`src/hdl/lpm_pkg.sv`:
```
// Package with the types, sizes and merge function of the route table.
package lpm_pkg;

  localparam int TABLE_DEPTH = 16;
  localparam int PORT_COUNT  = 4;

  localparam int ADDR_W = 32;
  localparam int PORT_W = 2;
  localparam int IDX_W  = 4;

  // The compare tree is padded up to a power of two.
  localparam int LOG_DEPTH = (TABLE_DEPTH > 1) ? $clog2(TABLE_DEPTH) : 1;
  localparam int LEAVES    = 1 << LOG_DEPTH;

  typedef enum logic {
    OP_WRITE  = 1'b0,
    OP_LOOKUP = 1'b1
  } op_t;

  // One candidate route; an empty candidate carries all-zero fields.
  typedef struct packed {
    logic              found;
    logic [ADDR_W-1:0] mask;
    logic [ADDR_W-1:0] gw;
    logic [PORT_W-1:0] port;
    logic [IDX_W-1:0]  idx;
  } cand_t;

  typedef cand_t [LEAVES-1:0] cand_vec_t;

  // Table write request from the input stage.
  typedef struct packed {
    logic              en;
    logic [IDX_W-1:0]  index;
    logic [ADDR_W-1:0] prefix;
    logic [ADDR_W-1:0] mask;
    logic [ADDR_W-1:0] gw;
    logic [PORT_W-1:0] port;
    logic              valid;
  } wr_req_t;

  // Pipeline control toward the compare tree.
  typedef struct packed {
    logic advance;
    logic lookup_vld;
  } pipe_ctl_t;

  // The lower-index candidate is lo. A longer or equal mask on the higher
  // index wins, so ties go to the higher slot.
  function automatic cand_t lpm_merge(cand_t lo, cand_t hi);
    cand_t res;
    if (hi.found && (!lo.found || (hi.mask >= lo.mask))) begin
      res = hi;
    end else begin
      res = lo;
    end
    return res;
  endfunction

endpackage

```
`src/hdl/lpm_table.sv`:
```
// Route entry storage with a per-entry prefix compare for lookups.
module lpm_table (
  input  logic                        clk,
  input  logic                        rst_n,
  input  lpm_pkg::wr_req_t            wr_i,
  input  logic [lpm_pkg::ADDR_W-1:0]  addr_i,
  output lpm_pkg::cand_vec_t          leaf_o
);
  import lpm_pkg::*;

  logic [ADDR_W-1:0] prefix_r [TABLE_DEPTH];
  logic [ADDR_W-1:0] mask_r   [TABLE_DEPTH];
  logic [ADDR_W-1:0] gw_r     [TABLE_DEPTH];
  logic [PORT_W-1:0] port_r   [TABLE_DEPTH];
  logic [TABLE_DEPTH-1:0] valid_r;
  logic [TABLE_DEPTH-1:0] match_w;

  for (genvar i = 0; i < LEAVES; i++) begin : g_entry
    if (i < TABLE_DEPTH) begin : g_real
      logic we_w;

      // An index at or above the table depth selects no entry.
      assign we_w = wr_i.en && (32'(wr_i.index) == i);

      always_ff @(posedge clk) begin
        if (!rst_n) begin
          valid_r[i] <= 1'b0;
        end else if (we_w) begin
          valid_r[i] <= wr_i.valid;
        end
      end

      always_ff @(posedge clk) begin
        if (we_w) begin
          prefix_r[i] <= wr_i.prefix;
          mask_r[i]   <= wr_i.mask;
          gw_r[i]     <= wr_i.gw;
          port_r[i]   <= wr_i.port;
        end
      end

      assign match_w[i] = valid_r[i] && (((addr_i ^ prefix_r[i]) & mask_r[i]) == '0);

      assign leaf_o[i] = match_w[i]
                       ? cand_t'{found: 1'b1, mask: mask_r[i], gw: gw_r[i],
                                 port: port_r[i], idx: IDX_W'(i)}
                       : cand_t'('0);
    end else begin : g_pad
      assign leaf_o[i] = cand_t'('0);
    end
  end

endmodule

```
`src/hdl/lpm_tree.sv`:
```
// Registered binary tree that picks the longest matching route.
module lpm_tree (
  input  logic                clk,
  input  logic                rst_n,
  input  lpm_pkg::pipe_ctl_t  ctl_i,
  input  lpm_pkg::cand_vec_t  leaf_i,
  output lpm_pkg::cand_t      root_o,
  output logic                vld_o
);
  import lpm_pkg::*;

  // Heap layout: node k has children 2k and 2k+1, node 1 is the root.
  cand_t node_r [1:LEAVES-1];
  logic [LOG_DEPTH:1] vld_r;

  for (genvar k = 1; k < LEAVES; k++) begin : g_node
    cand_t lo_w;
    cand_t hi_w;

    if (2 * k >= LEAVES) begin : g_from_leaf
      assign lo_w = leaf_i[2 * k - LEAVES];
      assign hi_w = leaf_i[2 * k + 1 - LEAVES];
    end else begin : g_from_node
      assign lo_w = node_r[2 * k];
      assign hi_w = node_r[2 * k + 1];
    end

    always_ff @(posedge clk) begin
      if (ctl_i.advance) begin
        node_r[k] <= lpm_merge(lo_w, hi_w);
      end
    end
  end

  // One valid bit per tree level; level one sits right after the leaves.
  always_ff @(posedge clk) begin
    if (!rst_n) begin
      vld_r <= '0;
    end else if (ctl_i.advance) begin
      vld_r[1] <= ctl_i.lookup_vld;
      for (int j = 2; j <= LOG_DEPTH; j++) begin
        vld_r[j] <= vld_r[j-1];
      end
    end
  end

  assign root_o = node_r[1];
  assign vld_o  = vld_r[LOG_DEPTH];

endmodule

```
`src/hdl/longest_prefix_match_table.sv`:
```
// Usage: IPv4 route table with longest-prefix lookup, top level.
//
// Input channel (in_*): one transaction either writes a route entry
// (in_opcode write: prefix on in_address, mask, gateway, port, valid bit)
// or looks up in_address. Writes give no result; each lookup gives one
// result transaction on the out_* channel, in order.
// A result carries the hit flag and the gateway, port and slot of the
// matching entry with the longest mask; a tie goes to the higher slot.
// On a miss all result fields are zero.
// Pipeline: a lookup passes one input stage, then the compare tree, which
// registers each of its levels; the result is valid at the tree root.
// Throughput: one transaction per cycle unless the receiver stalls, reads
// and writes mixed freely; a lookup sees every write accepted before it.
// When the receiver stalls, the whole pipeline holds and in_ready drops;
// nothing is lost or repeated.
// Reset (rst_n low, synchronous) clears all entry valid bits and empties
// the pipeline.
module longest_prefix_match_table (
  input  logic                        clk,
  input  logic                        rst_n,
  input  logic                        in_valid,
  output logic                        in_ready,
  input  logic                        in_opcode,
  input  logic [lpm_pkg::IDX_W-1:0]   in_entry_index,
  input  logic [lpm_pkg::ADDR_W-1:0]  in_address,
  input  logic [lpm_pkg::ADDR_W-1:0]  in_entry_mask,
  input  logic [lpm_pkg::ADDR_W-1:0]  in_entry_gateway,
  input  logic [lpm_pkg::PORT_W-1:0]  in_entry_port,
  input  logic                        in_entry_valid,
  output logic                        out_valid,
  input  logic                        out_ready,
  output logic                        out_hit,
  output logic [lpm_pkg::ADDR_W-1:0]  out_next_hop,
  output logic [lpm_pkg::PORT_W-1:0]  out_out_port,
  output logic [lpm_pkg::IDX_W-1:0]   out_matched_index
);
  import lpm_pkg::*;

  logic              advance_w;
  logic              a_vld_r;
  logic              a_op_r;
  logic [IDX_W-1:0]  a_index_r;
  logic [ADDR_W-1:0] a_addr_r;
  logic [ADDR_W-1:0] a_mask_r;
  logic [ADDR_W-1:0] a_gw_r;
  logic [PORT_W-1:0] a_port_r;
  logic              a_valid_r;
  logic [PORT_W-1:0] port_clamp_w;
  wr_req_t           wr_w;
  pipe_ctl_t         ctl_w;
  cand_vec_t         leaf_w;
  cand_t             root_w;
  logic              root_vld_w;

  assign advance_w = !root_vld_w || out_ready;
  assign in_ready  = advance_w;

  always_ff @(posedge clk) begin
    if (!rst_n) begin
      a_vld_r <= 1'b0;
    end else if (advance_w) begin
      a_vld_r <= in_valid;
    end
  end

  always_ff @(posedge clk) begin
    if (advance_w) begin
      a_op_r    <= in_opcode;
      a_index_r <= in_entry_index;
      a_addr_r  <= in_address;
      a_mask_r  <= in_entry_mask;
      a_gw_r    <= in_entry_gateway;
      a_port_r  <= in_entry_port;
      a_valid_r <= in_entry_valid;
    end
  end

  // A port number beyond the last interface is stored as the last one.
  assign port_clamp_w = (int'(a_port_r) >= PORT_COUNT) ? PORT_W'(PORT_COUNT - 1) : a_port_r;

  // Writes commit as they leave the input stage, so a lookup behind them
  // compares against the updated table.
  assign wr_w = '{en:     advance_w && a_vld_r && (a_op_r == OP_WRITE),
                  index:  a_index_r,
                  prefix: a_addr_r,
                  mask:   a_mask_r,
                  gw:     a_gw_r,
                  port:   port_clamp_w,
                  valid:  a_valid_r};

  assign ctl_w = '{advance:    advance_w,
                   lookup_vld: a_vld_r && (a_op_r == OP_LOOKUP)};

  lpm_table u_table (
    .clk    (clk),
    .rst_n  (rst_n),
    .wr_i   (wr_w),
    .addr_i (a_addr_r),
    .leaf_o (leaf_w)
  );

  lpm_tree u_tree (
    .clk    (clk),
    .rst_n  (rst_n),
    .ctl_i  (ctl_w),
    .leaf_i (leaf_w),
    .root_o (root_w),
    .vld_o  (root_vld_w)
  );

  assign out_valid         = root_vld_w;
  assign out_hit           = root_w.found;
  assign out_next_hop      = root_w.gw;
  assign out_out_port      = root_w.port;
  assign out_matched_index = root_w.idx;

endmodule

```
`config.mk`:
```
export PLATFORM = sky130hd
export DESIGN_NAME = longest_prefix_match_table
export DESIGN_NICKNAME = d
export VERILOG_FILES = /design/src/hdl/lpm_pkg.sv /design/src/hdl/lpm_table.sv /design/src/hdl/lpm_tree.sv /design/src/hdl/longest_prefix_match_table.sv
export SDC_FILE = /design/constraint.sdc
export NUM_CORES = 2
export LEC_CHECK = 0
export BUFFER_PORTS_ARGS = -buffer_cell sky130_fd_sc_hd__buf_2
export CAP_MARGIN = 20
export CORE_UTILIZATION = 55
export CTS_BUF_LIST = sky130_fd_sc_hd__clkbuf_2
export DETAILED_ROUTE_END_ITERATION = 10
export PLACE_DENSITY = 0.71
export SYNTH_ARGS = -nofsm -noshare
export SYNTH_HDL_FRONTEND = slang
export SYNTH_HIERARCHICAL = 1
export SYNTH_SLANG_ARGS = --single-unit
export TNS_END_PERCENT = 100
```
`constraint.sdc`:
```
create_clock -name clk -period 111.3 [get_ports clk]
set_input_delay 33.39 -clock clk [delete_from_list [all_inputs] [get_ports clk]]
set_output_delay 33.39 -clock clk [all_outputs]
set_load 0.05 [all_outputs]
```
# Word-level counts from Yosys, hierarchy flattened

Memories as Yosys holds them, arrays and structs flattened.
Cells that the tools add are included.

Order comparisons: 15
Eq/ne operators: 15
Multiplexer cells: 260
Bitwise gates (word level): 33
Reduce and logical (&&, ||, !) cells: 159

Operators by type and width:

| kind               | number |
|---|---|
| $mux 71            | 46 |
| $mux 32            | 45 |
| $reduce_or 32->1   | 45 |
| $and 32x32->32     | 16 |
| $logic_not 32->1   | 16 |
| $xor 32x32->32     | 16 |
| $ge 32x32->1       | 15 |
| $mux 4             | 60 |
| $mux 1             | 94 |
| $logic_and 1x1->1  | 50 |
| $eq 4x4->1 const B | 8 |
| $mux 2             | 15 |
| $reduce_or 2->1    | 15 |
| $eq 4x3->1 const B | 4 |
| $logic_not 1->1    | 16 |
| $logic_or 1x1->1   | 16 |
| $eq 4x2->1 const B | 2 |
| $eq 4x1->1 const B | 1 |
| $logic_not 4->1    | 1 |
| $not 1->1          | 1 |

Register bits after elaboration: 125
RAM bits: 2633
Input bits: 108
Output and inout port bits: 41
Logic and storage cells: 512
Memories: 5

Memory list:

| name             | depth | bits a word | rd ports | clocked after memory_dff | wr ports | line            | source |
|---|---|---|---|---|---|---|---|
| u_tree.node_r    | 15    | 71          | 15       | 0                        | 15       | lpm_tree.sv:13  | `cand_t node_r [1:LEAVES-1];` |
| u_table.gw_r     | 16    | 32          | 16       | 0                        | 1        | lpm_table.sv:13 | `logic [ADDR_W-1:0] gw_r [TABLE_DEPTH];` |
| u_table.mask_r   | 16    | 32          | 16       | 0                        | 1        | lpm_table.sv:12 | `logic [ADDR_W-1:0] mask_r [TABLE_DEPTH];` |
| u_table.prefix_r | 16    | 32          | 16       | 0                        | 1        | lpm_table.sv:11 | `logic [ADDR_W-1:0] prefix_r [TABLE_DEPTH];` |
| u_table.port_r   | 16    | 2           | 16       | 0                        | 1        | lpm_table.sv:14 | `logic [PORT_W-1:0] port_r [TABLE_DEPTH];` |

# Longest topological paths before layout

Depth after elaboration: 23
Gate-level depth with buffers: 19
Depth with buffers taken out: 13

# Hierarchy

Netlist, hierarchy kept.

Modules (own cells, without submodules):

| module                     | times used | cells an instance | area an instance (sq um) | sequential area each (sq um) |
|---|---|---|---|---|
| lpm_table                  | 1          | 5079              | 68684.6                  | 47405.5 |
| lpm_tree                   | 1          | 3927              | 57412.6                  | 32060.7 |
| longest_prefix_match_table | 1          | 112               | 3196.8                   | 3143.0 |

# Worst setup path before layout

No wires, ideal clock.

Path type: in2out
Start point: input port out_ready
End point: output port in_ready
Arrival time: 56.154 ns
Required time: 77.910 ns
Setup slack: 21.756 ns
Stages: 2
Path buffers: 0
Cells stage by stage: nor2b_4 inv_1

Word-level cells in the longest chain between the ends: 1

Ends and longest elaborated chain:

| element          | line                             | source |
|---|---|---|
| start, declared  | longest_prefix_match_table.sv:31 | `input logic out_ready,` |
| $logic_or 1x1->1 | longest_prefix_match_table.sv:55 | `assign advance_w = !root_vld_w \|\| out_ready;` |
| end, declared    | longest_prefix_match_table.sv:22 | `output logic in_ready,` |

Every way passes these cells.

# Final worst setup path

Ends and elaborated chain as after synthesis.

==> results.yml <==
worst_setup_path:
  critPathCaptureType: "output port"
  worstPathMaxFanout: 94
  r2r-end: "u_tree/node_r[0][515]"
  crit_family: "buffers and inverters"
  cp.arrival_ns: 34.52
  slowest_delay_ns: 0.54
  worst-setup-path-type: "in -> out"
  path_common_cell: "buf_2"
  crit_path_start: "out_ready"
  crit_path_start_kind: "primary input"
  reg2reg_depth: 17
  path_buf_inv: 3
  crit_cells: 4
  r2r_slack_ns: 103.70
  crit_slowest_cell: "inv_8"
  crit_end: "in_ready"
  path_cells: "buf_2 > nor2b_4 > inv_8 > buf_2"
  crit_required_ns: 77.91
  timing.rr.start: "a_addr_r[30]"
cts:
  hold_buffers: 0
  clkSlewWorstSetupHoldPaths_ns: 0.11
  cts_tree: "built"
  cts_max_level: 6
  cts_resized: 0
  post-cts-setup-buffers: 0
  cts_sinks: 2726
  clk_latency_ns: 2.07
  cts_root_buf: "clkbuf_2"
  cts_buffer_depth: 4
  cts-buffers-inserted: 695
global_route:
  grt_util_all_layers_pct: 32.6
  first_global_vias: 79600
  grt_max_degree: 164
  grt_overflow: 0
  grt_pass1_wl_microns: 547000
  antenna_found_initial: 49
pwr:
  ir_drop_uv: 10.9
  cellPowerDensity_nw_per_um2: 13.7
  p_leak_nw: 49.6
floorplan:
  design.core.area_sq_um: 231000
  die_h_microns: 484
  start_util_pct: 55.4
  num_rows: 176
  ios: 149
  dieArea_sq_um: 234000
  die_width_microns: 484
job:
  cap_violations: 0
placement:
  portBuffers: 148
  dp_hpwl_microns: 245000
  placed_cells: 11900
  gp_congestion: 0.940
routing:
  vias_per_cell: 6.19
  drt_iter0_drc: 10700
  wl_per_cell_microns: 29.5
  drc_errors: 0
  firstDrtPassIters: 8
  routed_wl_microns: 385000
  vias: 80800
  ant_nets: 0
timing:
  post-route-period-util_pct: 61.0
  slew_headroom_pct: 6.53
  fin_crit_ns: 67.91
  fin_tns_setup_ns: 0
  fmax_mhz: 14.7
  tightestPinTransition_ns: 1.40
  rsz0062_at_grt: "no"
  fin_skew_ns: 0.222
  setup_viol: 0
  hold_viol: 0
  slew_violations: 0
final_layout:
  mostFrequentLayoutCell: "edfxtp_1"
  drive_gt1_share_pct: 28.0
  fin_cells: 13100
  final_cell_mix: "edfxtp_1, nand2_1, clkbuf_2"
  syn_to_final_growth_pct: 7.32
  fin_util_pct: 59.5
  nNetsFinal: 10200
synth:
  syn_area_sq_um: 128000
  synthCells: 9052
  syn_avg_cell_area_sq_um: 14.1
  ys_warn_count: 6
worst_hold_path:
  min_path_type: "reg -> reg"
outcome:
  status: "finished clean"
## flip-flops by register name (all words and copies together), names as in the netlist
name,count
u_tree/node_r,1033
u_table/gw_r,512
u_table/mask_r,512
u_table/prefix_r,512
a_addr_r,32
a_gw_r,32
a_mask_r,32
u_table/port_r,32
u_table/valid_r,16
a_index_r,4
u_tree/vld_r,4
a_port_r,2
a_op_r,1
a_valid_r,1
a_vld_r,1
## per-stage QoR
stage | worst slack (ns) | hold slack (ns) | area, sq um | power (mW)
floorplan | 22.37 | 0.441 | 128000 | 1.19
finish | 43.39 | 0.484 | 137000 | 1.87
detailed placement | 43.35 | 0.485 | 131000 | 1.23
CTS | 43.35 | 0.479 | 137000 | 1.88
global placement | 43.38 | 0.473 | 131000 | 1.22
global route | 43.30 | 0.477 | 137000 | 1.94
## report_power, final
| part | internal, mW | leakage, nW | switching, mW | total (mW) |
|---|---|---|---|---|
| combinational | 0.0160 | 17.0 | 0.0506 | 0.0666 |
| sequential | 1.13 | 28.0 | 0.00814 | 1.14 |
| clock | 0.266 | 4.59 | 0.405 | 0.671 |
| total | 1.41 | 49.6 | 0.464 | 1.87 |
## final cells by class
cell class              count  area, sq um
fillers                 17800        93400
flip-flops and latches   2726        81600
multi-input cells        5262        41300
clock buffers             979         4900
well taps                3026         3790
repair buffers            370         2520
inverters                 508         1910
clock inverters           167         1050
diodes                     28         70.1
## worst reg2reg max path, delay by kind of cell (launching register included)
family          cells  cell delay [ns]
simple gates        4             1.78
mux                 1             0.51
flops               1             0.55
fa+ha+maj           1             0.33
xor+xnor            1             0.15
compound gates      5             1.67
buf+inv             5             2.30
## routing by layer
layer	global-route usage [%]	vias up	share of wire, %
li1	-	34800	-
met1	45.3	40100	39
met2	47.9	5089	44
met3	8.67	799	13
met4	14.9	6	4.2
met5	0	-	0.011
## worst min path at each step
stage / cells past startpoint / from / end
after CTS: 1 / u_tree/node_r[0][720] / u_tree/node_r[0][294]
after floorplan: 2 / a_vld_r / a_vld_r
after global placement: 2 / u_table/valid_r[5] / u_table/valid_r[5]
after global routing: 1 / u_tree/node_r[0][649] / u_tree/node_r[0][294]
final: 1 / u_tree/node_r[0][719] / u_tree/node_r[0][293]
after detailed placement: 2 / u_table/valid_r[5] / u_table/valid_r[5]
No activity file was read; power rests on OpenSTA's default activity.
